--- src/design/square_wave_fourier_partial_sum_defines.svh ---
// Assertion macros for the square-wave partial-sum block.
// Used by square_wave_fourier_partial_sum.sv; expects clk and rst in scope.
`ifndef SQUARE_WAVE_FOURIER_PARTIAL_SUM_DEFINES_SVH
`define SQUARE_WAVE_FOURIER_PARTIAL_SUM_DEFINES_SVH

// Property that must hold at every clock edge outside reset
`define SQWFS_ASSERT(lbl, prop, msg) \
  lbl: assert property (@(posedge clk) disable iff (rst) (prop)) else $error(msg);

// Implication checked in the following cycle
`define SQWFS_ASSERT_NEXT(lbl, ante, cons, msg) \
  lbl: assert property (@(posedge clk) disable iff (rst) (ante) |=> (cons)) else $error(msg);

`endif

--- src/design/sqwfs_pkg.sv ---
// Shared types and fixed-point constants for the square-wave partial-sum block.
// No dependencies; imported by every module of the block.
package sqwfs_pkg;

  // Fixed-point layout: Q30 fractions, 31-bit multiplier operands
  localparam int Q_FRAC = 30;
  localparam int OPW    = 31;
  localparam int TURN_W = 32;
  localparam int ACC_W  = 36;
  localparam int CFG_W  = 8;
  localparam int OUT_W  = 20;

  localparam logic [OPW-1:0] Q30_ONE = 31'h4000_0000;

  // 4/pi in Q30, numerator of the harmonic coefficients
  localparam logic [31:0] FOUR_OVER_PI_Q30 = 32'd1367130551;

  // Taylor coefficients of sin(pi/2 * u), Q30
  localparam logic [OPW-1:0] SIN_C1 = 31'd1686629713;
  localparam logic [OPW-1:0] SIN_C3 = 31'd693598670;
  localparam logic [OPW-1:0] SIN_C5 = 31'd85569306;
  localparam logic [OPW-1:0] SIN_C7 = 31'd5026995;
  localparam logic [OPW-1:0] SIN_C9 = 31'd172272;

  // Output saturation bounds
  localparam logic [OUT_W-1:0] OUT_MAX_C = 20'h7FFFF;
  localparam logic [OUT_W-1:0] OUT_MIN_C = 20'h80000;

  // Sequencer states
  typedef enum logic [5:0] {
    ST_IDLE   = 6'b000001,
    ST_ANGLE  = 6'b000010,
    ST_ISSUE  = 6'b000100,
    ST_UPDATE = 6'b001000,
    ST_ROUND  = 6'b010000,
    ST_DONE   = 6'b100000
  } state_t;

  // Multiplier passes within one harmonic
  typedef enum logic [2:0] {
    STEP_U2   = 3'd0,
    STEP_C7   = 3'd1,
    STEP_C5   = 3'd2,
    STEP_C3   = 3'd3,
    STEP_C1   = 3'd4,
    STEP_SIN  = 3'd5,
    STEP_TERM = 3'd6
  } step_t;

endpackage

--- src/design/sqwfs_coef_rom.sv ---
// Coefficient table 4/(k*pi) in Q30 for odd harmonics k = 2*index+1.
// Depends on sqwfs_pkg; registered read.
module sqwfs_coef_rom
  import sqwfs_pkg::*;
#(
  parameter int NCOEF = 64,
  parameter int IDX_W = 6
) (
  input  logic             clk,
  input  logic [IDX_W-1:0] addr,
  output logic [OPW-1:0]   coef
);

  logic [OPW-1:0] coef_tab [NCOEF];

  // Entries worked out at elaboration: floor((4/pi*2^30 + k/2) / k)
  for (genvar g = 0; g < NCOEF; g++) begin : g_coef
    localparam longint unsigned KV = 2 * g + 1;
    localparam longint unsigned CV = (longint'(FOUR_OVER_PI_Q30) + g) / KV;
    assign coef_tab[g] = OPW'(CV);
  end

  // Registered table read
  always_ff @(posedge clk) begin
    coef <= coef_tab[addr];
  end

endmodule

--- src/design/sqwfs_mul.sv ---
// Shared Q30 multiplier: registered (a * b) >> 30.
// Depends on sqwfs_pkg; operands are known to keep the product below 2^61.
module sqwfs_mul
  import sqwfs_pkg::*;
(
  input  logic           clk,
  input  logic [OPW-1:0] a,
  input  logic [OPW-1:0] b,
  output logic [OPW-1:0] q
);

  logic [2*OPW-2:0] prod;

  assign prod = (2*OPW-1)'(a) * (2*OPW-1)'(b);

  always_ff @(posedge clk) begin
    q <= prod[2*OPW-2:Q_FRAC];
  end

endmodule

--- src/design/square_wave_fourier_partial_sum.sv ---
// Square-wave partial Fourier sum: top level with handshakes, sequencer, datapath.
// Depends on sqwfs_pkg, sqwfs_coef_rom, sqwfs_mul and the assertion macro header.
//
// Usage:
//   Input channel: phase (fraction of a turn) with in_valid / in_stall; a transfer
//   happens when in_valid is high and in_stall low. in_stall is high while an item
//   is being summed.
//   Output channel: series_value (signed, OUT_FRAC_BITS fraction bits) with
//   out_valid / out_stall, held in an output register.
//   Config channel: num_terms write with cfg_valid / cfg_ready (always ready);
//   write only while idle. Values above MAX_TERMS act as MAX_TERMS.
//   Sequence: each odd harmonic takes an angle step, then seven multiply passes
//   (issue, then update) on the one shared 31x31 multiplier. A round state and a
//   done state follow the last harmonic; with N = 0 no harmonic is run. The next
//   item is taken in the cycle after the result is loaded into the output register.
//   Receiver stall: a finished result waits in the sequencer until the output
//   register is free; one result may sit in the output register meanwhile.
//   Reset (rst, synchronous): sequencer idle, output empty, num_terms = 1.
`include "square_wave_fourier_partial_sum_defines.svh"

module square_wave_fourier_partial_sum
  import sqwfs_pkg::*;
#(
  parameter int MAX_TERMS     = 128,
  parameter int PHASE_BITS    = 16,
  parameter int OUT_FRAC_BITS = 16
) (
  input  logic                  clk,
  input  logic                  rst,
  input  logic                  in_valid,
  output logic                  in_stall,
  input  logic [PHASE_BITS-1:0] phase,
  output logic                  out_valid,
  input  logic                  out_stall,
  output logic [OUT_W-1:0]      series_value,
  input  logic                  cfg_valid,
  output logic                  cfg_ready,
  input  logic [CFG_W-1:0]      num_terms
);

  localparam int NCOEF     = (MAX_TERMS + 1) / 2;
  localparam int IDX_W     = (NCOEF > 1) ? $clog2(NCOEF) : 1;
  localparam int CNT_W     = $clog2(NCOEF + 1);
  localparam int LIM_W     = ($clog2(MAX_TERMS + 1) > CFG_W) ? $clog2(MAX_TERMS + 1) : CFG_W;
  localparam int RND_SHIFT = Q_FRAC - OUT_FRAC_BITS;
  localparam logic [ACC_W-1:0] RND_HALF = (ACC_W'(1) << RND_SHIFT) >> 1;

  state_t                  state;
  step_t                   step;
  logic [CFG_W-1:0]        term_limit;
  logic [PHASE_BITS-1:0]   ang;
  logic [PHASE_BITS-1:0]   phase2;
  logic [CNT_W-1:0]        g_cnt;
  logic [CNT_W-1:0]        n_odd;
  logic [OPW-1:0]          u_q;
  logic [OPW-1:0]          u2_q;
  logic [OPW-1:0]          p_q;
  logic                    term_neg;
  logic [ACC_W-1:0]        acc;
  logic [ACC_W-1:0]        rnd_mag;
  logic                    rnd_neg;

  logic                    in_xfer;
  logic                    out_xfer;
  logic                    out_free;
  logic [LIM_W-1:0]        n_lim;
  logic [LIM_W:0]          n_sum;
  logic [CNT_W-1:0]        n_odd_next;
  logic [CNT_W-1:0]        g_next;
  logic [TURN_W-1:0]       turn;
  logic [OPW-1:0]          u_next;
  logic [OPW-1:0]          mul_a;
  logic [OPW-1:0]          mul_b;
  logic [OPW-1:0]          mul_q;
  logic [OPW-1:0]          coef;
  logic [ACC_W-1:0]        acc_mag;
  logic [OUT_W-1:0]        sat_val;

  // Handshakes
  assign in_stall  = (state != ST_IDLE);
  assign in_xfer   = in_valid && !in_stall;
  assign out_xfer  = out_valid && !out_stall;
  assign out_free  = !out_valid || !out_stall;
  assign cfg_ready = 1'b1;

  // Configuration register
  always_ff @(posedge clk) begin
    if (rst) begin
      term_limit <= CFG_W'(1);
    end else if (cfg_valid && cfg_ready) begin
      term_limit <= num_terms;
    end
  end

  // Odd-harmonic count: ceil(min(N, MAX_TERMS) / 2)
  assign n_lim = (LIM_W'(term_limit) > LIM_W'(MAX_TERMS)) ? LIM_W'(MAX_TERMS)
                                                           : LIM_W'(term_limit);
  assign n_sum      = (LIM_W+1)'(n_lim) + (LIM_W+1)'(1);
  assign n_odd_next = CNT_W'(n_sum >> 1);
  assign g_next     = CNT_W'(g_cnt + CNT_W'(1));

  // Quarter-wave folding of k*x
  assign turn   = TURN_W'(ang) << (TURN_W - PHASE_BITS);
  assign u_next = turn[Q_FRAC] ? (Q30_ONE - OPW'(turn[Q_FRAC-1:0]))
                               : OPW'(turn[Q_FRAC-1:0]);

  // Multiplier operand select per pass
  always_comb begin
    case (step)
      STEP_U2: begin
        mul_a = u_q;
        mul_b = u_q;
      end
      STEP_C7: begin
        mul_a = u2_q;
        mul_b = SIN_C9;
      end
      STEP_C5, STEP_C3, STEP_C1: begin
        mul_a = u2_q;
        mul_b = p_q;
      end
      STEP_SIN: begin
        mul_a = u_q;
        mul_b = p_q;
      end
      STEP_TERM: begin
        mul_a = coef;
        mul_b = p_q;
      end
      default: begin
        mul_a = '0;
        mul_b = '0;
      end
    endcase
  end

  sqwfs_mul u_mul (
    .clk (clk),
    .a   (mul_a),
    .b   (mul_b),
    .q   (mul_q)
  );

  sqwfs_coef_rom #(
    .NCOEF (NCOEF),
    .IDX_W (IDX_W)
  ) u_coef_rom (
    .clk  (clk),
    .addr (g_cnt[IDX_W-1:0]),
    .coef (coef)
  );

  // Sequencer control
  always_ff @(posedge clk) begin
    if (rst) begin
      state <= ST_IDLE;
      step  <= STEP_U2;
      g_cnt <= '0;
      n_odd <= '0;
    end else begin
      case (state)
        ST_IDLE: begin
          if (in_xfer) begin
            g_cnt <= '0;
            n_odd <= n_odd_next;
            state <= (n_odd_next == '0) ? ST_ROUND : ST_ANGLE;
          end
        end
        ST_ANGLE: begin
          step  <= STEP_U2;
          state <= ST_ISSUE;
        end
        ST_ISSUE: begin
          state <= ST_UPDATE;
        end
        ST_UPDATE: begin
          case (step)
            STEP_U2:   step <= STEP_C7;
            STEP_C7:   step <= STEP_C5;
            STEP_C5:   step <= STEP_C3;
            STEP_C3:   step <= STEP_C1;
            STEP_C1:   step <= STEP_SIN;
            STEP_SIN:  step <= STEP_TERM;
            default:   step <= STEP_U2;
          endcase
          if (step == STEP_TERM) begin
            g_cnt <= g_next;
            state <= (g_next == n_odd) ? ST_ROUND : ST_ANGLE;
          end else begin
            state <= ST_ISSUE;
          end
        end
        ST_ROUND: begin
          state <= ST_DONE;
        end
        ST_DONE: begin
          if (out_free) begin
            state <= ST_IDLE;
          end
        end
        default: begin
          state <= ST_IDLE;
        end
      endcase
    end
  end

  // Datapath registers
  always_ff @(posedge clk) begin
    if (state == ST_IDLE && in_xfer) begin
      ang    <= phase;
      phase2 <= {phase[PHASE_BITS-2:0], 1'b0};
      acc    <= '0;
    end
    if (state == ST_ANGLE) begin
      u_q      <= u_next;
      term_neg <= turn[TURN_W-1];
    end
    if (state == ST_UPDATE) begin
      case (step)
        STEP_U2:   u2_q <= mul_q;
        STEP_C7:   p_q  <= SIN_C7 - mul_q;
        STEP_C5:   p_q  <= SIN_C5 - mul_q;
        STEP_C3:   p_q  <= SIN_C3 - mul_q;
        STEP_C1:   p_q  <= SIN_C1 - mul_q;
        STEP_SIN:  p_q  <= (mul_q > Q30_ONE) ? Q30_ONE : mul_q;
        STEP_TERM: begin
          acc <= term_neg ? (acc - ACC_W'(mul_q)) : (acc + ACC_W'(mul_q));
          ang <= ang + phase2;
        end
        default: ;
      endcase
    end
    if (state == ST_ROUND) begin
      rnd_mag <= (acc_mag + RND_HALF) >> RND_SHIFT;
      rnd_neg <= acc[ACC_W-1];
    end
  end

  // Round half away from zero, then saturate
  assign acc_mag = acc[ACC_W-1] ? (ACC_W'(0) - acc) : acc;

  always_comb begin
    if (rnd_neg) begin
      sat_val = (rnd_mag > ACC_W'(OUT_MIN_C)) ? OUT_MIN_C : OUT_W'(ACC_W'(0) - rnd_mag);
    end else begin
      sat_val = (rnd_mag > ACC_W'(OUT_MAX_C)) ? OUT_MAX_C : OUT_W'(rnd_mag);
    end
  end

  // Output register
  always_ff @(posedge clk) begin
    if (rst) begin
      out_valid <= 1'b0;
    end else if (state == ST_DONE && out_free) begin
      out_valid <= 1'b1;
    end else if (out_xfer) begin
      out_valid <= 1'b0;
    end
  end

  always_ff @(posedge clk) begin
    if (state == ST_DONE && out_free) begin
      series_value <= sat_val;
    end
  end

  // Checks
  `SQWFS_ASSERT(a_term_in_range, (state == ST_ANGLE || state == ST_ISSUE || state == ST_UPDATE) |-> (g_cnt < n_odd), "harmonic index past term count")
  `SQWFS_ASSERT(a_acc_held, (state == ST_DONE) |-> $stable(acc), "accumulator changed after last term")
  `SQWFS_ASSERT_NEXT(a_wait_full_out, (state == ST_DONE && out_valid && out_stall), (state == ST_DONE), "result left while output register full")
  `SQWFS_ASSERT(a_sine_capped, (state == ST_ISSUE && step == STEP_TERM) |-> (p_q <= Q30_ONE), "sine magnitude above one")

endmodule
--- config.mk ---
export PLATFORM = sky130hd
export DESIGN_NAME = square_wave_fourier_partial_sum
export DESIGN_NICKNAME = d
export VERILOG_FILES = /design/src/design/sqwfs_pkg.sv /design/src/design/sqwfs_coef_rom.sv /design/src/design/sqwfs_mul.sv /design/src/design/square_wave_fourier_partial_sum.sv
export VERILOG_INCLUDE_DIRS = /design/src /design/src/design
export SDC_FILE = /design/constraint.sdc
export NUM_CORES = 2
export LEC_CHECK = 0
export ABC_AREA = 1
export BUFFER_PORTS_ARGS = -buffer_cell sky130_fd_sc_hd__buf_2
export CAP_MARGIN = 20
export CORE_MARGIN = 2
export CORE_UTILIZATION = 55
export DETAILED_ROUTE_END_ITERATION = 7
export PLACE_DENSITY = 0.76
export SYNTH_ARGS = -nofsm -noshare
export SYNTH_HDL_FRONTEND = slang
export SYNTH_HIERARCHICAL = 1
export SYNTH_SLANG_ARGS = --single-unit
--- constraint.sdc ---
create_clock -name clk -period 7.6 [get_ports clk]
set_input_delay 0.76 -clock clk [delete_from_list [all_inputs] [get_ports clk]]
set_output_delay 0.76 -clock clk [all_outputs]
set_load 0.005 [all_outputs]
==> results.md <==
* GRT Util Overall at 0.356
* Critical Path Start Type: flop
* HPWL Detailed at 150000 um
* Setup slack, reg-to-reg at -90 ps
* Ports at 52
* TNS Setup at -295 ps
* YS warnings at 6
* Sw Share at 0.567
* Internal Power at 11.2 mW
* Crit-path max FO at 7
* Via density at 5.53
* Num rows at 116
* Nets at 9256
* Leakage power at 35.4 nW
* Share of post-route cells with drive strength above 1 at 0.139
* Crit path DAT at 8140 ps
* Status: finished with violations
* NetSw at 14.7 mW
* First-pass GRT wire length at 285000 um
* Total global routing overflow at 0
* Setup CP Type: flop to flop
* Initial antenna violation count at 0
* R2r worst-path depth at 36
* Hold Path Sink: phase2[13]
* Clk sink count at 281
* Placed cells at 9252
* Starting Density at 0.552
* Final Cycle Share at 1.01
* Reg-to-Reg End: u_mul/q[20]
* Final core utilization at 0.639
* Peak VDD IR at 1.74 mV
* Detailed router's first-iteration violation count at 4539
* Clock latency on the worst-skew pair at 560 ps
* Commonest non-fill, non-tap cell in the layout: nand2_1
* Worst slew pin tran at 1180 ps
* Pre-CTS setup slack at -241 ps
* RSZ-0062 raised after global routing: true
* CTS root buf: clkbuf_16
* Vias in the first global route at 52400
* Post-synthesis register bit count at 281
* Die W at 320 um
* Slowest stage delay, CP at 590 ps
* Synth Area per Inst at 7.08 um^2
* Slew headroom at 0.213
* Vias after detailed routing at 51900
* Synth Instances at 7775
* Pwr Density at 406 nW/um^2
* Sequential fraction of design power at 0.092
* Final ANT Viol Nets at 0
* Detailed Route WL at 187000 um
* Most frequent cells in the layout: nand2_1 (2033), inv_1 (1799), fa_1 (798)
* Required @ worst endpoint at 8050 ps
* Core area at 99700 um^2
* Longest Clk Path Bufs at 3
* Clock buffer count from CTS at 34
* Reg2Reg Launch Point: step[1]
* Comb power frac at 0.844
* Die Height at 320 um
* Synth Cell Area at 55000 um^2
* Area grow syn2layout at 15.8%
* Failing checks: negative setup slack
* # Max-Cap Violations at 0
* Worst Clk Skew at 15.9 ps
* Crit. End Element: flop
* Final hold violations at 0
* Hold slack at 383 ps
* Port Buffers at 50
* Max Freq at 0.130 GHz
* CP most frequent cell: fa_1
* Hold_sp: phase[12]
* Max-slew violation count at 0
* CTS tree: yes
* Seq/Total Area, Yosys at 0.127
* Post-route DRC at 0
* First-pass DRT Iterations at 8
* Die footprint at 103000 um^2
* Synth Flop Type: dfxtp_1
* Worst-path clk slew at 70 ps
* Final setup margin at -94.9 ps
* RePlAce Congestion at 1.02
* Yosys cell types at 65
* Post-synth EDFFs at 137
* Hold depth at 1
* Hold Path Class: input pin to flop
* Fin crit period at 7690 ps
* Slowest CP cell: fa_1
* Largest net degree at the start of global routing at 63
* Clock share of power at 0.064
* Setup violators final at 7
* Post-synth ARST share at 0
* Diode count at 0
* Syn_nets at 8976
* Drt wl/cell at 19.9 um
* Non-Filler Instances at 9379
* H-tree Lvls at 2
==> layout make-up <==
cell class,count,area [um^2]
inverters,1884,7090
clock buffers,44,951
flip-flops and latches,281,7000
fillers,8525,36000
clock inverters,18,154
repair buffers,546,5410
multi-input cells,5308,41500
well taps,1298,1620
==> worst max-delay path by stage <==
stage            start           to  slack, ps  depth (start not counted)
2_1_floorplan  step[1]  u_mul/q[27]          8                         32
5_1_grt        step[1]  u_mul/q[20]       -340                         34
3_5_place_dp   step[1]  u_mul/q[24]       -240                         32
3_3_place_gp   step[1]  u_mul/q[24]       -190                         32
4_1_cts        step[1]  u_mul/q[27]        -90                         34
6_report       step[1]  u_mul/q[20]        -90                         36
==> Yosys cell counts (all sizes together), types with 8 or more instances <==
library cell / n / area, um^2
o211ai: 16 / 125
buf: 74 / 424
nand3b: 14 / 118
nor4: 15 / 119
a31oi: 8 / 50.1
clkbuf: 228 / 857
nand3: 356 / 1800
a21oi: 311 / 1560
o21bai: 19 / 143
edfxtp: 137 / 4110
fa: 837 / 16800
dfxtp: 144 / 2880
nand4: 61 / 388
o21a: 13 / 97.6
a22o: 17 / 149
ha: 335 / 4190
a22oi: 17 / 128
a21boi: 9 / 67.6
o21ai: 313 / 1610
nor3: 66 / 382
nand2: 2132 / 8080
inv: 1876 / 7040
xor2: 97 / 850
o22ai: 15 / 93.8
clkinv: 8 / 30.0
nor2: 581 / 2390
o31ai: 11 / 82.6
xnor2: 21 / 184
==> flip-flops by register name (all words and copies together) (netlist names), 3 cells and up <==
register,count
u2_q,31
rnd_mag,22
step,3
u_q,15
acc,36
n_odd,7
u_mul/q,31
series_value,20
u_coef_rom/coef,30
g_cnt,7
ang,16
p_q,31
state,6
phase2,15
term_limit,8
==> worst max-delay path, delay by kind of cell (launching register included) <==
family          cells  cell delay (ps)
flops               1              320
simple gates       10             1040
compound gates      3              490
fa+ha+maj           9             4420
buf+inv            14             1250
==> metrics by stage <==
step	cell area (um^2)	total power, mW
after CTS	61700	24.3
after global placement	60000	22.0
after detailed placement	60000	22.2
final	63800	25.9
after global routing	63800	27.6
after floorplan	55100	13.8
==> power by group through the flow <==
stage          registers, mW  clock network (mW)  logic [mW]
2_1_floorplan           2.14                   0        11.7
3_3_place_gp            2.40                   0        19.6
3_5_place_dp            2.39                   0        19.8
4_1_cts                 2.37                1.68        20.2
5_1_grt                 2.39                1.73        23.5
6_report                2.39                1.66        21.9
==> per-layer routing <==
metal  vias to the layer above  global-route usage  routed length [um]
met4                         0               0.170               11000
li1                      23900                   -                   -
met1                     25000               0.447               71600
met3                       584              0.0542               15900
met2                      2427               0.601               88600
met5                         -                   0                   0
==> cell families (layout without fill, tap and decap cells) <==
group,count (synthesis),count (layout),synth area share
simple gates,3240,3240,0.243
buf+inv,2186,2492,0.152
fa+ha+maj,1172,1172,0.381
compound gates,776,776,0.0787
flops,281,281,0.127
xor+xnor,118,118,0.0188
other cells,2,2,0.000136
==> what timing repair did <==
item                                    in CTS  in global routing
gates cloned                                 3                 10
setup buffers                               21                 31
pin swaps                                   15                 85
hold buffers                                 0                  0
endpoints found under the setup margin      30                 31
resized for setup                          111                394
No activity file was read; power rests on OpenSTA's default activity.
